===== src/design/fmc_pkg.sv =====
package fmc_pkg;

    // Event kinds
    localparam logic [1:0] KIND_POWER_ON = 2'd0;
    localparam logic [1:0] KIND_TICK     = 2'd1;
    localparam logic [1:0] KIND_SAMPLE   = 2'd2;

    // Configuration register indexes
    localparam logic [2:0] CFG_MOON_PRESENT   = 3'd0;
    localparam logic [2:0] CFG_HIGH_TO_LOW    = 3'd1;
    localparam logic [2:0] CFG_MEMORY_ON      = 3'd2;
    localparam logic [2:0] CFG_LOW_THRESHOLD  = 3'd3;
    localparam logic [2:0] CFG_CRIT_THRESHOLD = 3'd4;
    localparam logic [2:0] CFG_TURBO_TICKS    = 3'd5;
    localparam logic [2:0] CFG_SAVE_TICKS     = 3'd6;

    localparam logic [7:0] LEVEL_MOON    = 8'd3;
    localparam logic [7:0] LEVEL_LOW     = 8'd14;
    localparam logic [7:0] LEVEL_MID     = 8'd39;
    localparam logic [7:0] LEVEL_HIGH    = 8'd110;
    localparam logic [7:0] LEVEL_TURBO   = 8'd255;
    localparam logic [3:0] LOW_RUN_LIMIT = 4'd8;
    localparam logic [7:0] NO_RECORD     = 8'd255;
    localparam logic [4:0] FLAG_SHORT    = 5'h10;
    localparam logic [7:0] TICK_MAX      = 8'd255;

    localparam logic [3:0] FLASH_NONE     = 4'd0;
    localparam logic [3:0] FLASH_STEPDOWN = 4'd3;
    localparam logic [3:0] FLASH_SHUTDOWN = 4'd10;

    typedef struct packed {
        logic [3:0] count;
        logic       hit;
    } t_low_run;

    // Duty level of a mode index; indexes past the table read as turbo.
    function automatic logic [7:0] level_of(input logic [2:0] idx, input logic moon);
        logic [2:0] eff;
        logic [7:0] lvl;
        eff = moon ? idx - 3'd1 : idx;
        case (eff)
            3'd0:    lvl = LEVEL_LOW;
            3'd1:    lvl = LEVEL_MID;
            3'd2:    lvl = LEVEL_HIGH;
            default: lvl = LEVEL_TURBO;
        endcase
        if (moon && idx == 3'd0) begin
            lvl = LEVEL_MOON;
        end
        return lvl;
    endfunction

endpackage


===== src/design/fmc_in_if.sv =====
interface fmc_in_if;
    logic       valid;
    logic       ready;
    logic [1:0] kind;
    logic [7:0] stored_record;
    logic [7:0] adc_value;

    modport source (output valid, kind, stored_record, adc_value, input ready);
    modport sink (input valid, kind, stored_record, adc_value, output ready);
endinterface


===== src/design/fmc_out_if.sv =====
interface fmc_out_if;
    logic       valid;
    logic       ready;
    logic [7:0] level;
    logic       store_valid;
    logic [4:0] store_value;
    logic [3:0] flash_count;
    logic       powered_off;

    modport source (output valid, level, store_valid, store_value, flash_count,
                    powered_off, input ready);
    modport sink (input valid, level, store_valid, store_value, flash_count,
                  powered_off, output ready);
endinterface


===== src/design/fmc_low_run.sv =====
module fmc_low_run (
    input  logic              [3:0] i_count,
    input  logic              [7:0] i_adc,
    input  logic              [7:0] i_threshold,
    output fmc_pkg::t_low_run       o_run
);
    logic [3:0] count_inc;

    assign count_inc = i_count + 4'd1;

    always_comb begin
        o_run.count = '0;
        o_run.hit   = 1'b0;
        if (i_adc < i_threshold) begin
            // ninth low sample in a row fires and restarts the run
            if (count_inc > fmc_pkg::LOW_RUN_LIMIT) begin
                o_run.hit = 1'b1;
            end else begin
                o_run.count = count_inc;
            end
        end
    end
endmodule


===== src/design/flashlight_mode_controller_unit.sv =====
// Pipeline: input register, then result register; a stalled result holds the request
// in the input register. Throughput: one request per cycle while the result is not
// stalled. A stalled result blocks new requests only once the input register is also
// full; input ready follows result ready combinationally.
// Reset (i_rst_n low, synchronous): light waits for power-on, all counters zero,
// configuration back to its defaults, both pipeline registers empty.
module flashlight_mode_controller_unit (
    input  logic             i_clk,
    input  logic             i_rst_n,
    input  logic             i_cfg_we,
    input  logic       [2:0] i_cfg_index,
    input  logic       [7:0] i_cfg_data,
    fmc_in_if.sink           i_req,
    fmc_out_if.source        o_rsp
);
    typedef enum logic [1:0] {
        PH_WAIT_ON,
        PH_RUN,
        PH_WAIT_CRIT,
        PH_OFF
    } t_phase;

    // configuration
    logic       r_moon_present, r_high_to_low, r_memory_on;
    logic [7:0] r_low_threshold, r_crit_threshold, r_turbo_ticks, r_save_ticks;

    // state
    t_phase     r_phase, n_phase;
    logic [2:0] r_mode, n_mode;
    logic [7:0] r_drive, n_drive;
    logic [7:0] r_tick, n_tick;
    logic [3:0] r_low, n_low;

    // input register
    logic       r_in_valid;
    logic [1:0] r_in_kind;
    logic [7:0] r_in_rec;
    logic [7:0] r_in_adc;

    // result register
    logic       r_out_valid;
    logic       r_store_valid, n_store_valid;
    logic [4:0] r_store_value, n_store_value;
    logic [3:0] r_flash, n_flash;

    logic       advance;
    logic [2:0] top;
    logic [7:0] floor_level;
    logic [3:0] rec_idx;
    logic [2:0] clamped;
    logic [2:0] stepped;
    logic [7:0] tick_inc;
    logic [7:0] half;
    logic [2:0] mode_a;
    logic [7:0] drive_a;
    logic [7:0] run_threshold;
    fmc_pkg::t_low_run low_run;

    assign advance     = r_in_valid && (!r_out_valid || o_rsp.ready);
    assign i_req.ready = !r_in_valid || advance;

    assign top         = r_moon_present ? 3'd4 : 3'd3;
    assign floor_level = fmc_pkg::level_of(3'd0, r_moon_present);

    assign run_threshold = (r_phase == PH_WAIT_CRIT) ? r_crit_threshold : r_low_threshold;

    fmc_low_run u_low_run (
        .i_count     (r_low),
        .i_adc       (r_in_adc),
        .i_threshold (run_threshold),
        .o_run       (low_run)
    );

    always_comb begin
        rec_idx = r_in_rec[3:0];
        clamped = (rec_idx > {1'b0, top}) ? top : rec_idx[2:0];
        if (r_high_to_low) begin
            stepped = (clamped == 3'd0) ? top : clamped - 3'd1;
        end else begin
            stepped = (clamped >= top) ? 3'd0 : clamped + 3'd1;
        end
        tick_inc = (r_tick == fmc_pkg::TICK_MAX) ? r_tick : r_tick + 8'd1;

        half    = {1'b0, r_drive[7:1]};
        mode_a  = (half < floor_level) ? 3'd0 : r_mode;
        drive_a = (half < floor_level) ? floor_level : half;
        if (mode_a != 3'd0 && drive_a < fmc_pkg::level_of(mode_a, r_moon_present)) begin
            mode_a = mode_a - 3'd1;
        end
    end

    always_comb begin
        n_phase       = r_phase;
        n_mode        = r_mode;
        n_drive       = r_drive;
        n_tick        = r_tick;
        n_low         = r_low;
        n_store_valid = 1'b0;
        n_store_value = '0;
        n_flash       = fmc_pkg::FLASH_NONE;
        unique case (r_in_kind)
            fmc_pkg::KIND_POWER_ON: begin
                if (r_in_rec == fmc_pkg::NO_RECORD) begin
                    n_mode = 3'd0;
                end else begin
                    n_mode = r_in_rec[4] ? stepped : clamped;
                end
                n_drive       = fmc_pkg::level_of(n_mode, r_moon_present);
                n_tick        = '0;
                n_low         = '0;
                n_phase       = PH_RUN;
                n_store_valid = 1'b1;
                n_store_value = {2'b00, n_mode} | fmc_pkg::FLAG_SHORT;
            end
            fmc_pkg::KIND_TICK: begin
                if (r_phase == PH_RUN || r_phase == PH_WAIT_CRIT) begin
                    n_tick = tick_inc;
                    if (tick_inc == r_save_ticks) begin
                        n_store_valid = 1'b1;
                        if (r_memory_on) begin
                            n_store_value = {2'b00, r_mode};
                        end else begin
                            n_store_value = r_high_to_low ? {2'b00, top} : 5'd0;
                        end
                    end else if (tick_inc == r_turbo_ticks && r_mode == top) begin
                        // turbo timeout drops one mode
                        n_mode  = r_mode - 3'd1;
                        n_drive = fmc_pkg::level_of(n_mode, r_moon_present);
                    end
                end
            end
            fmc_pkg::KIND_SAMPLE: begin
                if (r_phase == PH_RUN) begin
                    n_low = low_run.count;
                    if (low_run.hit) begin
                        if (r_mode == 3'd0 && r_drive <= floor_level) begin
                            n_phase = PH_WAIT_CRIT;
                        end else begin
                            n_flash = fmc_pkg::FLASH_STEPDOWN;
                            n_mode  = mode_a;
                            n_drive = drive_a;
                        end
                    end
                end else if (r_phase == PH_WAIT_CRIT) begin
                    n_low = low_run.count;
                    if (low_run.hit) begin
                        n_flash = fmc_pkg::FLASH_SHUTDOWN;
                        n_drive = '0;
                        n_phase = PH_OFF;
                    end
                end
            end
            default: begin
                // unused kind: report status only
            end
        endcase
    end

    always_ff @(posedge i_clk) begin
        if (!i_rst_n) begin
            r_moon_present   <= 1'b0;
            r_high_to_low    <= 1'b0;
            r_memory_on      <= 1'b1;
            r_low_threshold  <= 8'd130;
            r_crit_threshold <= 8'd120;
            r_turbo_ticks    <= 8'd240;
            r_save_ticks     <= 8'd2;
            r_phase          <= PH_WAIT_ON;
            r_mode           <= '0;
            r_drive          <= '0;
            r_tick           <= '0;
            r_low            <= '0;
            r_in_valid       <= 1'b0;
            r_out_valid      <= 1'b0;
            r_store_valid    <= 1'b0;
            r_store_value    <= '0;
            r_flash          <= fmc_pkg::FLASH_NONE;
        end else begin
            if (i_cfg_we) begin
                unique case (i_cfg_index)
                    fmc_pkg::CFG_MOON_PRESENT:   r_moon_present   <= i_cfg_data[0];
                    fmc_pkg::CFG_HIGH_TO_LOW:    r_high_to_low    <= i_cfg_data[0];
                    fmc_pkg::CFG_MEMORY_ON:      r_memory_on      <= i_cfg_data[0];
                    fmc_pkg::CFG_LOW_THRESHOLD:  r_low_threshold  <= i_cfg_data;
                    fmc_pkg::CFG_CRIT_THRESHOLD: r_crit_threshold <= i_cfg_data;
                    fmc_pkg::CFG_TURBO_TICKS:    r_turbo_ticks    <= i_cfg_data;
                    fmc_pkg::CFG_SAVE_TICKS:     r_save_ticks     <= i_cfg_data;
                    default: begin
                    end
                endcase
            end
            if (i_req.ready) begin
                r_in_valid <= i_req.valid;
            end
            if (advance) begin
                r_phase       <= n_phase;
                r_mode        <= n_mode;
                r_drive       <= n_drive;
                r_tick        <= n_tick;
                r_low         <= n_low;
                r_out_valid   <= 1'b1;
                r_store_valid <= n_store_valid;
                r_store_value <= n_store_value;
                r_flash       <= n_flash;
            end else if (o_rsp.ready) begin
                r_out_valid <= 1'b0;
            end
        end
    end

    always_ff @(posedge i_clk) begin
        if (i_req.valid && i_req.ready) begin
            r_in_kind <= i_req.kind;
            r_in_rec  <= i_req.stored_record;
            r_in_adc  <= i_req.adc_value;
        end
    end

    // level and power state come straight from the state registers, which
    // update together with the result register
    assign o_rsp.valid       = r_out_valid;
    assign o_rsp.level       = r_drive;
    assign o_rsp.store_valid = r_store_valid;
    assign o_rsp.store_value = r_store_value;
    assign o_rsp.flash_count = r_flash;
    assign o_rsp.powered_off = (r_phase == PH_OFF);
endmodule


===== src/flat_wrapper.sv =====
// flat-port wrapper written by rule: the top's interface ports become plain ports
module flashlight_mode_controller_unit_flat 
  (i_clk, i_rst_n, i_cfg_we, i_cfg_index, i_cfg_data, i_req_valid, i_req_kind, i_req_stored_record, i_req_adc_value, i_req_ready, o_rsp_valid, o_rsp_level, o_rsp_store_valid, o_rsp_store_value, o_rsp_flash_count, o_rsp_powered_off, o_rsp_ready);
  fmc_in_if i_req_i ();
  fmc_out_if o_rsp_i ();
  input  logic i_clk;
  input  logic i_rst_n;
  input  logic i_cfg_we;
  input  logic       [2:0] i_cfg_index;
  input  logic       [7:0] i_cfg_data;
  input wire logic [$bits(i_req_i.valid)-1:0] i_req_valid;
  input wire logic [$bits(i_req_i.kind)-1:0] i_req_kind;
  input wire logic [$bits(i_req_i.stored_record)-1:0] i_req_stored_record;
  input wire logic [$bits(i_req_i.adc_value)-1:0] i_req_adc_value;
  output wire logic [$bits(i_req_i.ready)-1:0] i_req_ready;
  output wire logic [$bits(o_rsp_i.valid)-1:0] o_rsp_valid;
  output wire logic [$bits(o_rsp_i.level)-1:0] o_rsp_level;
  output wire logic [$bits(o_rsp_i.store_valid)-1:0] o_rsp_store_valid;
  output wire logic [$bits(o_rsp_i.store_value)-1:0] o_rsp_store_value;
  output wire logic [$bits(o_rsp_i.flash_count)-1:0] o_rsp_flash_count;
  output wire logic [$bits(o_rsp_i.powered_off)-1:0] o_rsp_powered_off;
  input wire logic [$bits(o_rsp_i.ready)-1:0] o_rsp_ready;
  assign i_req_i.valid = i_req_valid;
  assign i_req_i.kind = i_req_kind;
  assign i_req_i.stored_record = i_req_stored_record;
  assign i_req_i.adc_value = i_req_adc_value;
  assign i_req_ready = i_req_i.ready;
  assign o_rsp_valid = o_rsp_i.valid;
  assign o_rsp_level = o_rsp_i.level;
  assign o_rsp_store_valid = o_rsp_i.store_valid;
  assign o_rsp_store_value = o_rsp_i.store_value;
  assign o_rsp_flash_count = o_rsp_i.flash_count;
  assign o_rsp_powered_off = o_rsp_i.powered_off;
  assign o_rsp_i.ready = o_rsp_ready;
  flashlight_mode_controller_unit u_core (.i_clk(i_clk), .i_rst_n(i_rst_n), .i_cfg_we(i_cfg_we), .i_cfg_index(i_cfg_index), .i_cfg_data(i_cfg_data), .i_req(i_req_i), .o_rsp(o_rsp_i));
endmodule

===== config.mk =====
export PLATFORM = sky130hd
export DESIGN_NAME = flashlight_mode_controller_unit_flat
export DESIGN_NICKNAME = d
export VERILOG_FILES = /design/src/design/fmc_pkg.sv /design/src/design/fmc_in_if.sv /design/src/design/fmc_out_if.sv /design/src/design/fmc_low_run.sv /design/src/design/flashlight_mode_controller_unit.sv /design/src/flat_wrapper.sv
export SDC_FILE = /design/constraint.sdc
export NUM_CORES = 1
export LEC_CHECK = 0
export ABC_AREA = 1
export BUFFER_PORTS_ARGS = -buffer_cell sky130_fd_sc_hd__buf_2
export CORE_MARGIN = 5
export CORE_UTILIZATION = 45
export DETAILED_ROUTE_END_ITERATION = 8
export GPL_TIMING_DRIVEN = 0
export PLACE_DENSITY = 0.66
export SLEW_MARGIN = 30
export SYNTH_ARGS = -nofsm -noshare
export SYNTH_HDL_FRONTEND = slang
export SYNTH_SLANG_ARGS = --single-unit

===== constraint.sdc =====
create_clock -name i_clk -period 3.4 [get_ports i_clk]
set_input_delay 0.34 -clock i_clk [delete_from_list [all_inputs] [get_ports i_clk]]
set_output_delay 0.34 -clock i_clk [all_outputs]
set_load 0.05 [all_outputs]

---- Word level (Yosys, flattened, before mapping) ----
Cells that the tools add are included.
word-level totals
  bits in registers ....................... 90
  input bits .............................. 34
  word-level logic and storage cells ...... 180
cells by class
  add/sub/neg operators ................... 8
  magnitude comparators ................... 7
  eq/ne operators ......................... 33
  multiplexer cells ....................... 71
  reductions and logical operators ........ 41
operator list
  cell                                                 number
  two-way mux 8 bit                                    16
  one-hot mux 8 bit (3 select lines)                   5
  two-way mux 3 bit                                    21
  two-way mux 4 bit                                    8
  zero test 3 bit                                      10
  two-way mux 5 bit                                    4
  equality test 3 x 2 -> 1 bit, second input constant  6
  equality test 8 bit                                  2
  equality test 8 bit, second input constant           2
  less-than comparator 8 bit                           2
  one-hot mux 8 bit (2 select lines)                   1
  AND reduction 8 bit                                  2
  equality test 3 x 1 -> 1 bit, second input constant  5
  subtractor 3 x 1 -> 3 bit, second input constant     5
  AND reduction 2 bit                                  7
  two-way mux 2 bit                                    6
  one-hot mux 5 bit (2 select lines)                   1
  equality test 3 bit, second input constant           3
  one-hot mux 3 bit (3 select lines)                   1
  adder 8 x 1 -> 8 bit, second input constant          1
  less-or-equal comparator 8 bit                       1
  logical AND 1 bit                                    8
  less-than comparator 7 x 8 -> 1 bit                  1
  != test 2 x 1 -> 1 bit, second input constant        4
  22 further kinds                                     38

---- Longest topological paths before layout ----
  depth after elaboration ................. 18
  gate-level depth with buffers ........... 28
  mapped depth without buffers ............ 27

---- Cells and area by module ----
From an unflattened synthesis, not the netlist that was laid out.
unflattened totals
  cells, all modules ...................... 790
  area total of the unflattened synthesis .. 5495.3 um2
by module, submodules not included
  module                           times used  cells each  area each (um2)  seq. area each (um2)
  flashlight_mode_controller_unit  1           742         5210.0           1941.9
  fmc_low_run                      1           48          285.3            0.0

---- Least setup slack after synthesis ----
No wires, ideal clock.
  path type ............................... register -> register
  start point ............................. register u_core.r_moon_present
  end point ............................... register u_core.r_drive[4], in the netlist u_core.o_rsp.level[4]
  data arrival time ....................... 3679 ps
  data required time ...................... 3330 ps
  path slack .............................. -349 ps
  stages on the path, launching flop included .. 25
  period minus slack after synthesis ...... 3749 ps
  cells stage by stage .................... dfxtp_1 -> inv_1 -> clkbuf_1 -> ha_1 -> nand2_1 -> o21ai_1 -> nand3_1 -> nand2_1 -> inv_1 -> ha_1 -> a21oi_1 -> o21ai_0 -> a31oi_1 -> inv_1 -> o21ai_0 -> nand2_1 -> nand2_1 -> nand3_1 -> ha_1 -> nand2_1 -> nand3b_1 -> nand2_1 -> a21oi_1 -> nand2_1 -> a21oi_1
on the way
  cells in the longest elaborated chain, start to end .. 15
  elaborated cells on any way between the ends .. 51
  classes of those cells .................. add/sub: 3; order compare: 4; eq/ne: 9; mux: 25; reduce/logical: 10
RTL lines
  what                                                  RTL line                                                                      RTL
  from (decl)                                           flashlight_mode_controller_unit.sv:24                                         logic r_moon_present, r_high_to_low, r_memory_on;
  from (signal assigned)                                flashlight_mode_controller_unit.sv:181                                        fmc_pkg::CFG_MOON_PRESENT: r_moon_present <= i_cfg_data[0];
  two-way mux 3 bit                                     flashlight_mode_controller_unit.sv:62                                         assign top = r_moon_present ? 3'd4 : 3'd3;
  > comparator 4 x 3 -> 1 bit                           flashlight_mode_controller_unit.sv:76                                         clamped = (rec_idx > {1'b0, top}) ? top : rec_idx[2:0];
  two-way mux 3 bit                                     flashlight_mode_controller_unit.sv:76
  adder 3 x 1 -> 3 bit (tied with other cells)          flashlight_mode_controller_unit.sv:80                                         stepped = (clamped >= top) ? 3'd0 : clamped + 3'd1;
  two-way mux 3 bit (on tied branches)                  flashlight_mode_controller_unit.sv:80, flashlight_mode_controller_unit.sv:78
  two-way mux 3 bit                                     flashlight_mode_controller_unit.sv:77                                         if (r_high_to_low) begin
  two-way mux 3 bit                                     flashlight_mode_controller_unit.sv:106                                        n_mode = r_in_rec[4] ? stepped : clamped;
  two-way mux 3 bit                                     flashlight_mode_controller_unit.sv:103                                        if (r_in_rec == fmc_pkg::NO_RECORD) begin
  two-way mux 3 bit                                     flashlight_mode_controller_unit.sv:101                                        unique case (r_in_kind)
  subtractor 3 x 1 -> 3 bit                             fmc_pkg.sv:40                                                                 eff = moon ? idx - 3'd1 : idx;
  two-way mux 3 bit                                     fmc_pkg.sv:40
  equality test 3 x 2 -> 1 bit (tied with other cells)  fmc_pkg.sv:41                                                                 case (eff)
  one-hot mux 8 bit (3 select lines)                    fmc_pkg.sv:41
  two-way mux 8 bit                                     fmc_pkg.sv:47                                                                 if (moon && idx == 3'd0) begin
  one-hot mux 8 bit (3 select lines)                    flashlight_mode_controller_unit.sv:101
  to (signal assigned)                                  flashlight_mode_controller_unit.sv:198                                        r_drive <= n_drive;
  to (decl)                                             flashlight_mode_controller_unit.sv:30                                         logic [7:0] r_drive, n_drive;
Parallel ways exist; a longest one is shown, timed or not. The select of a mux whose other input is x is not followed.
A chain may end at the register's enable or synchronous reset.

---- Final worst setup path ----
  start point ............................. register u_core.r_moon_present
  end point ............................... register u_core.r_drive[7], in the netlist u_core.o_rsp.level[7]
The elaborated chain is that of the path after synthesis.

==> run_summary.xml <==
<?xml version="1.0" encoding="UTF-8"?>
<metrics>
  <group name="die">
    <metric name="fp.coreArea" unit="µm²">11960</metric>
    <metric name="die_area" unit="µm²">14450</metric>
    <metric name="number_of_placed_i_o_pins" unit="">55</metric>
    <metric name="start_util" unit="%">45.68</metric>
    <metric name="core.rowCount" unit="">40</metric>
    <metric name="die_span_y" unit="µm">120.2</metric>
    <metric name="width_of_the_chip" unit="µm">120.2</metric>
  </group>
  <group name="final_layout">
    <metric name="post_route_cells_drive_above_1_share" unit="%">19.63</metric>
    <metric name="sequential_cell_area" unit="µm²">1946</metric>
    <metric name="area.growth.synth_to_final" unit="%">21.91</metric>
    <metric name="fill_cells" unit="">1100</metric>
    <metric name="multi_input_comb_area" unit="µm²">3334</metric>
    <metric name="antenna_cells" unit="">0</metric>
    <metric name="layout.cells.most_common" unit="">sky130_fd_sc_hd__nand2_1</metric>
    <metric name="num-nets-final" unit="">931</metric>
    <metric name="most-common-layout-cells" unit="">sky130_fd_sc_hd__nand2_1 (167), sky130_fd_sc_hd__inv_1 (84), sky130_fd_sc_hd__dfxtp_1 (69)</metric>
  </group>
  <group name="min_path">
    <metric name="hold_class" unit="">in2reg</metric>
    <metric name="whs_path_depth" unit="">1</metric>
    <metric name="worstHoldStart" unit="">i_req_adc_value[0]</metric>
    <metric name="min_delay_worst_endpoint" unit="">u_core.r_in_adc[0]$_DFFE_PP_</metric>
  </group>
  <group name="routing">
    <metric name="first_pass_iters" unit="">6</metric>
    <metric name="initialDrtViolationCount" unit="">346</metric>
    <metric name="dr_total_vias" unit="">5345</metric>
    <metric name="antenna_nets_post_route" unit="">0</metric>
    <metric name="drcViolationCount" unit="">0</metric>
    <metric name="finalWirelength" unit="µm">14860</metric>
    <metric name="routed_via_density" unit="">5.303</metric>
    <metric name="drt-wirelength-per-cell" unit="µm">14.74</metric>
  </group>
  <group name="critical_path">
    <metric name="critPathRequiredTime" unit="ns">3.67</metric>
    <metric name="critical_path.endpoint_type" unit="">flop</metric>
    <metric name="rr_endpoint" unit="">u_core.o_rsp.level[7]$_SDFFE_PN0P_</metric>
    <metric name="crit_type" unit="">reg2reg</metric>
    <metric name="crit_path_max_fanout" unit="">5</metric>
    <metric name="crit-reg2reg-launch" unit="">u_core.r_moon_present$_SDFFE_PN0P_</metric>
    <metric name="worstSetupStartpointType" unit="">flop</metric>
    <metric name="worstRegToRegCells" unit="">23</metric>
    <metric name="reg2reg_slack" unit="ns">0.05</metric>
    <metric name="cp.arrival" unit="ns">3.62</metric>
  </group>
  <group name="clocking">
    <metric name="cts.sink_count" unit="">88</metric>
    <metric name="holdBufCountCts" unit="">0</metric>
    <metric name="tritoncts" unit="">built</metric>
    <metric name="clk_transition_reported_paths" unit="ns">0.06</metric>
    <metric name="number_of_buffers_created_by_cts" unit="">9</metric>
    <metric name="htree_levels" unit="">3</metric>
    <metric name="clockRootBuffer" unit="">sky130_fd_sc_hd__clkbuf_16</metric>
    <metric name="insertion_delay" unit="ns">0.34</metric>
    <metric name="clock_path_buffers" unit="">2</metric>
  </group>
  <group name="placement">
    <metric name="place.gp.congestion" unit="">0.8956</metric>
    <metric name="post-place-ws" unit="ns">-0.5768</metric>
    <metric name="hpwlAfterDp" unit="µm">10910</metric>
    <metric name="io_buffer_count" unit="">51</metric>
  </group>
  <group name="logic_synthesis">
    <metric name="synth-warning-count" unit="">0</metric>
    <metric name="post_synth.cell_area_avg" unit="µm²">7.087</metric>
    <metric name="share_of_the_yosys_chip_area_belonging_to_registers" unit="%">35.54</metric>
    <metric name="synth_cell_type_count" unit="">44</metric>
    <metric name="netlist_area" unit="µm²">5464</metric>
    <metric name="ys_seq_elements" unit="">88</metric>
    <metric name="synth_cells" unit="">771</metric>
  </group>
  <group name="power">
    <metric name="seqPwrFrac" unit="%">43.8</metric>
    <metric name="logic_gate_share_of_total_power" unit="%">20.3</metric>
    <metric name="static-leakage-power" unit="nW">3.108</metric>
    <metric name="swShare" unit="%">29.89</metric>
    <metric name="power_per_cell_area" unit="nW/µm²">387.5</metric>
    <metric name="p_sw" unit="mW">0.7714</metric>
    <metric name="cell_int_power" unit="mW">1.810</metric>
    <metric name="worst_ir_drop_vdd" unit="mV">0.2507</metric>
    <metric name="clock_power_share" unit="%">35.9</metric>
  </group>
  <group name="timing">
    <metric name="final_max_slew_viol_count" unit="">0</metric>
    <metric name="max_slew_margin" unit="%">43.49</metric>
    <metric name="setup_ws" unit="ns">0.05246</metric>
    <metric name="finalSetupViolations" unit="">0</metric>
    <metric name="layout_worst_path_cycle_share" unit="%">98.46</metric>
    <metric name="clock_skew" unit="ns">0.008751</metric>
    <metric name="setup_total_negative_slack" unit="ns">0</metric>
    <metric name="tightest_slew" unit="ns">0.8439</metric>
    <metric name="hold_viol" unit="">0</metric>
    <metric name="final_period_minus_worst_setup_slack" unit="ns">3.348</metric>
    <metric name="fmax" unit="MHz">298.7</metric>
    <metric name="setup_repair_after_global_routing_missed_its_margin" unit="">yes</metric>
  </group>
  <group name="grt">
    <metric name="grtUsageTotal" unit="%">20.52</metric>
    <metric name="sum_of_overflow_across_all_layers_after_global_routing" unit="">0</metric>
    <metric name="first_global_vias" unit="">5198</metric>
    <metric name="global_route_wire_length_before_repair" unit="µm">24310</metric>
    <metric name="pin_count_of_the_biggest_net_entering_global_routing" unit="">19</metric>
    <metric name="antenna_found_initial" unit="">0</metric>
  </group>
  <group name="flow_run">
    <metric name="maximum_capacitance_violations" unit="">0</metric>
  </group>
  <group name="run_status">
    <metric name="run_status" unit="">complete, no violations</metric>
  </group>
</metrics>
-- cells by family after synthesis --
family	Yosys count	share of synthesized area, %
AOI/OAI and AO/OA	132	13.08
xor gates and xnor gates	18	3.023
adders and majority gates	41	9.389
buffers and inverters	118	8.473
DFF	88	35.54
muxes	7	1.282
other	1	0.06863
and+or+nand+nor	366	29.15
-- area by class of cell --
cell class,count,share of cell area (%)
plain buffers,24,1.747
clock buffers,11,3.644
clock inverters,5,0.4884
inverters,93,5.372
multi-input cells,566,50.06
flip-flops and latches,88,29.21
well taps,147,2.761
repair buffers,74,6.724
-- timing repair --
action                     4_1_cts  5_1_grt
resized for setup               31       36
buffers inserted                13       10
setup endpoints to repair       12       11
pin swaps                       13       27
cloned                           0        0
-- worst max-delay path, cell delays in order (launching register included) --
cell                         delay (ns)
sky130_fd_sc_hd__dfxtp_4           0.38
sky130_fd_sc_hd__clkinvlp_4        0.13
sky130_fd_sc_hd__ha_4              0.29
sky130_fd_sc_hd__nand2_2           0.06
sky130_fd_sc_hd__o21ai_4           0.17
sky130_fd_sc_hd__nand3_2           0.14
sky130_fd_sc_hd__buf_6             0.16
sky130_fd_sc_hd__nand2_4           0.08
sky130_fd_sc_hd__ha_4              0.20
sky130_fd_sc_hd__nand2_1           0.06
sky130_fd_sc_hd__o21ai_1           0.06
sky130_fd_sc_hd__a31oi_2           0.18
sky130_fd_sc_hd__nand2_1           0.08
sky130_fd_sc_hd__a21oi_1           0.14
sky130_fd_sc_hd__nand2_1           0.09
sky130_fd_sc_hd__nand2_2           0.11
sky130_fd_sc_hd__nand2_4           0.07
sky130_fd_sc_hd__ha_4              0.16
sky130_fd_sc_hd__nand2_2           0.06
sky130_fd_sc_hd__nand3b_1          0.13
sky130_fd_sc_hd__nand2_2           0.11
sky130_fd_sc_hd__a21oi_2           0.19
sky130_fd_sc_hd__nand2_2           0.09
sky130_fd_sc_hd__a21oi_1           0.14
-- through the flow --
stage | hold slack (ns) | util, % | std cells | total power, mW | area [µm²]
3_5_place_dp | 0.4505 | 49.68 | 970 | 1.585 | 5942
2_1_floorplan | 0.4282 | - | 772 | 1.462 | 5493
5_1_grt | 0.1653 | 55.69 | 1008 | 2.705 | 6661
3_3_place_gp | 0.4407 | 49.59 | 970 | 1.571 | 5932
4_1_cts | 0.1696 | 53.81 | 999 | 2.547 | 6436
6_report | 0.1726 | 55.69 | 1008 | 2.581 | 6661
-- flip-flops by register name, indices dropped and copies added (netlist names), 2 cells and up --
signal / flops
u_core.r_low: 4
u_core.o_rsp.flash_count: 3
u_core.r_tick: 8
u_core.o_rsp.level: 8
u_core.r_mode: 3
u_core.r_save_ticks: 8
u_core.r_in_rec: 8
u_core.r_low_threshold: 8
u_core.r_crit_threshold: 8
u_core.r_in_adc: 8
u_core.r_in_kind: 2
u_core.r_phase: 2
u_core.o_rsp.store_value: 4
u_core.r_turbo_ticks: 8
-- synth_stat cells (all sizes together) --
master	count	area, µm²
or2	4	27.53
a21o	1	7.510
clkbuf	18	67.56
nand3	68	357.8
ha	41	513.0
nor2	71	279.0
o22ai	5	31.28
nand4	10	62.56
nor3	10	50.05
xnor2	5	43.79
buf	7	46.29
nand2	194	753.2
conb	1	3.750
a21oi	59	306.5
edfxtp	18	540.5
o21ai	52	260.3
dfxtp	70	1401
a31oi	5	31.28
xor2	13	121.4
o21a	1	7.510
nor4	3	18.77
clkinv	2	7.510
a21boi	1	7.510
a311o	1	10.01
o21bai	2	15.01
mux2i	7	70.07
a211oi	1	7.510
o211ai	4	30.03
inv	91	341.6
nand3b	5	37.54
and3	1	6.260
-- routing by layer --
| layer | share of wire [%] | vias to the layer above | global-route usage [%] |
|---|---|---|---|
| met5 | 0 | - | 0 |
| met4 | 1.5 | 0 | 6.514 |
| met3 | 3.9 | 21 | 3.087 |
| met2 | 51 | 129 | 37.23 |
| met1 | 43 | 2487 | 24.85 |
| li1 | - | 2708 | - |
-- worst max-delay path by stage --
stage	startpoint	endpoint	slack, ns	depth (start not counted)
6_report	u_core.r_moon_present$_SDFFE_PN0P_	u_core.o_rsp.level[7]$_SDFFE_PN0P_	0.05	23
5_1_grt	u_core.r_moon_present$_SDFFE_PN0P_	u_core.o_rsp.level[6]$_SDFFE_PN0P_	-0.16	25
4_1_cts	u_core.r_moon_present$_SDFFE_PN0P_	u_core.r_mode[0]$_SDFFE_PN0P_	0.006	25
3_5_place_dp	u_core.r_moon_present$_SDFFE_PN0P_	u_core.o_rsp.level[7]$_SDFFE_PN0P_	-0.58	24
3_3_place_gp	u_core.r_moon_present$_SDFFE_PN0P_	u_core.o_rsp.level[4]$_SDFFE_PN0P_	-0.51	24
2_1_floorplan	u_core.r_moon_present$_SDFFE_PN0P_	u_core.o_rsp.level[4]$_SDFFE_PN0P_	0.0004	24
-- power by group through the flow --
stage | registers [mW] | logic, mW | clock network (mW)
floorplan | 1.17 | 0.289 | 0
global placement | 1.15 | 0.419 | 0
detailed placement | 1.15 | 0.431 | 0
CTS | 1.13 | 0.480 | 0.937
global route | 1.13 | 0.582 | 0.988
finish | 1.13 | 0.524 | 0.926
No activity file was read; power rests on OpenSTA's default activity.
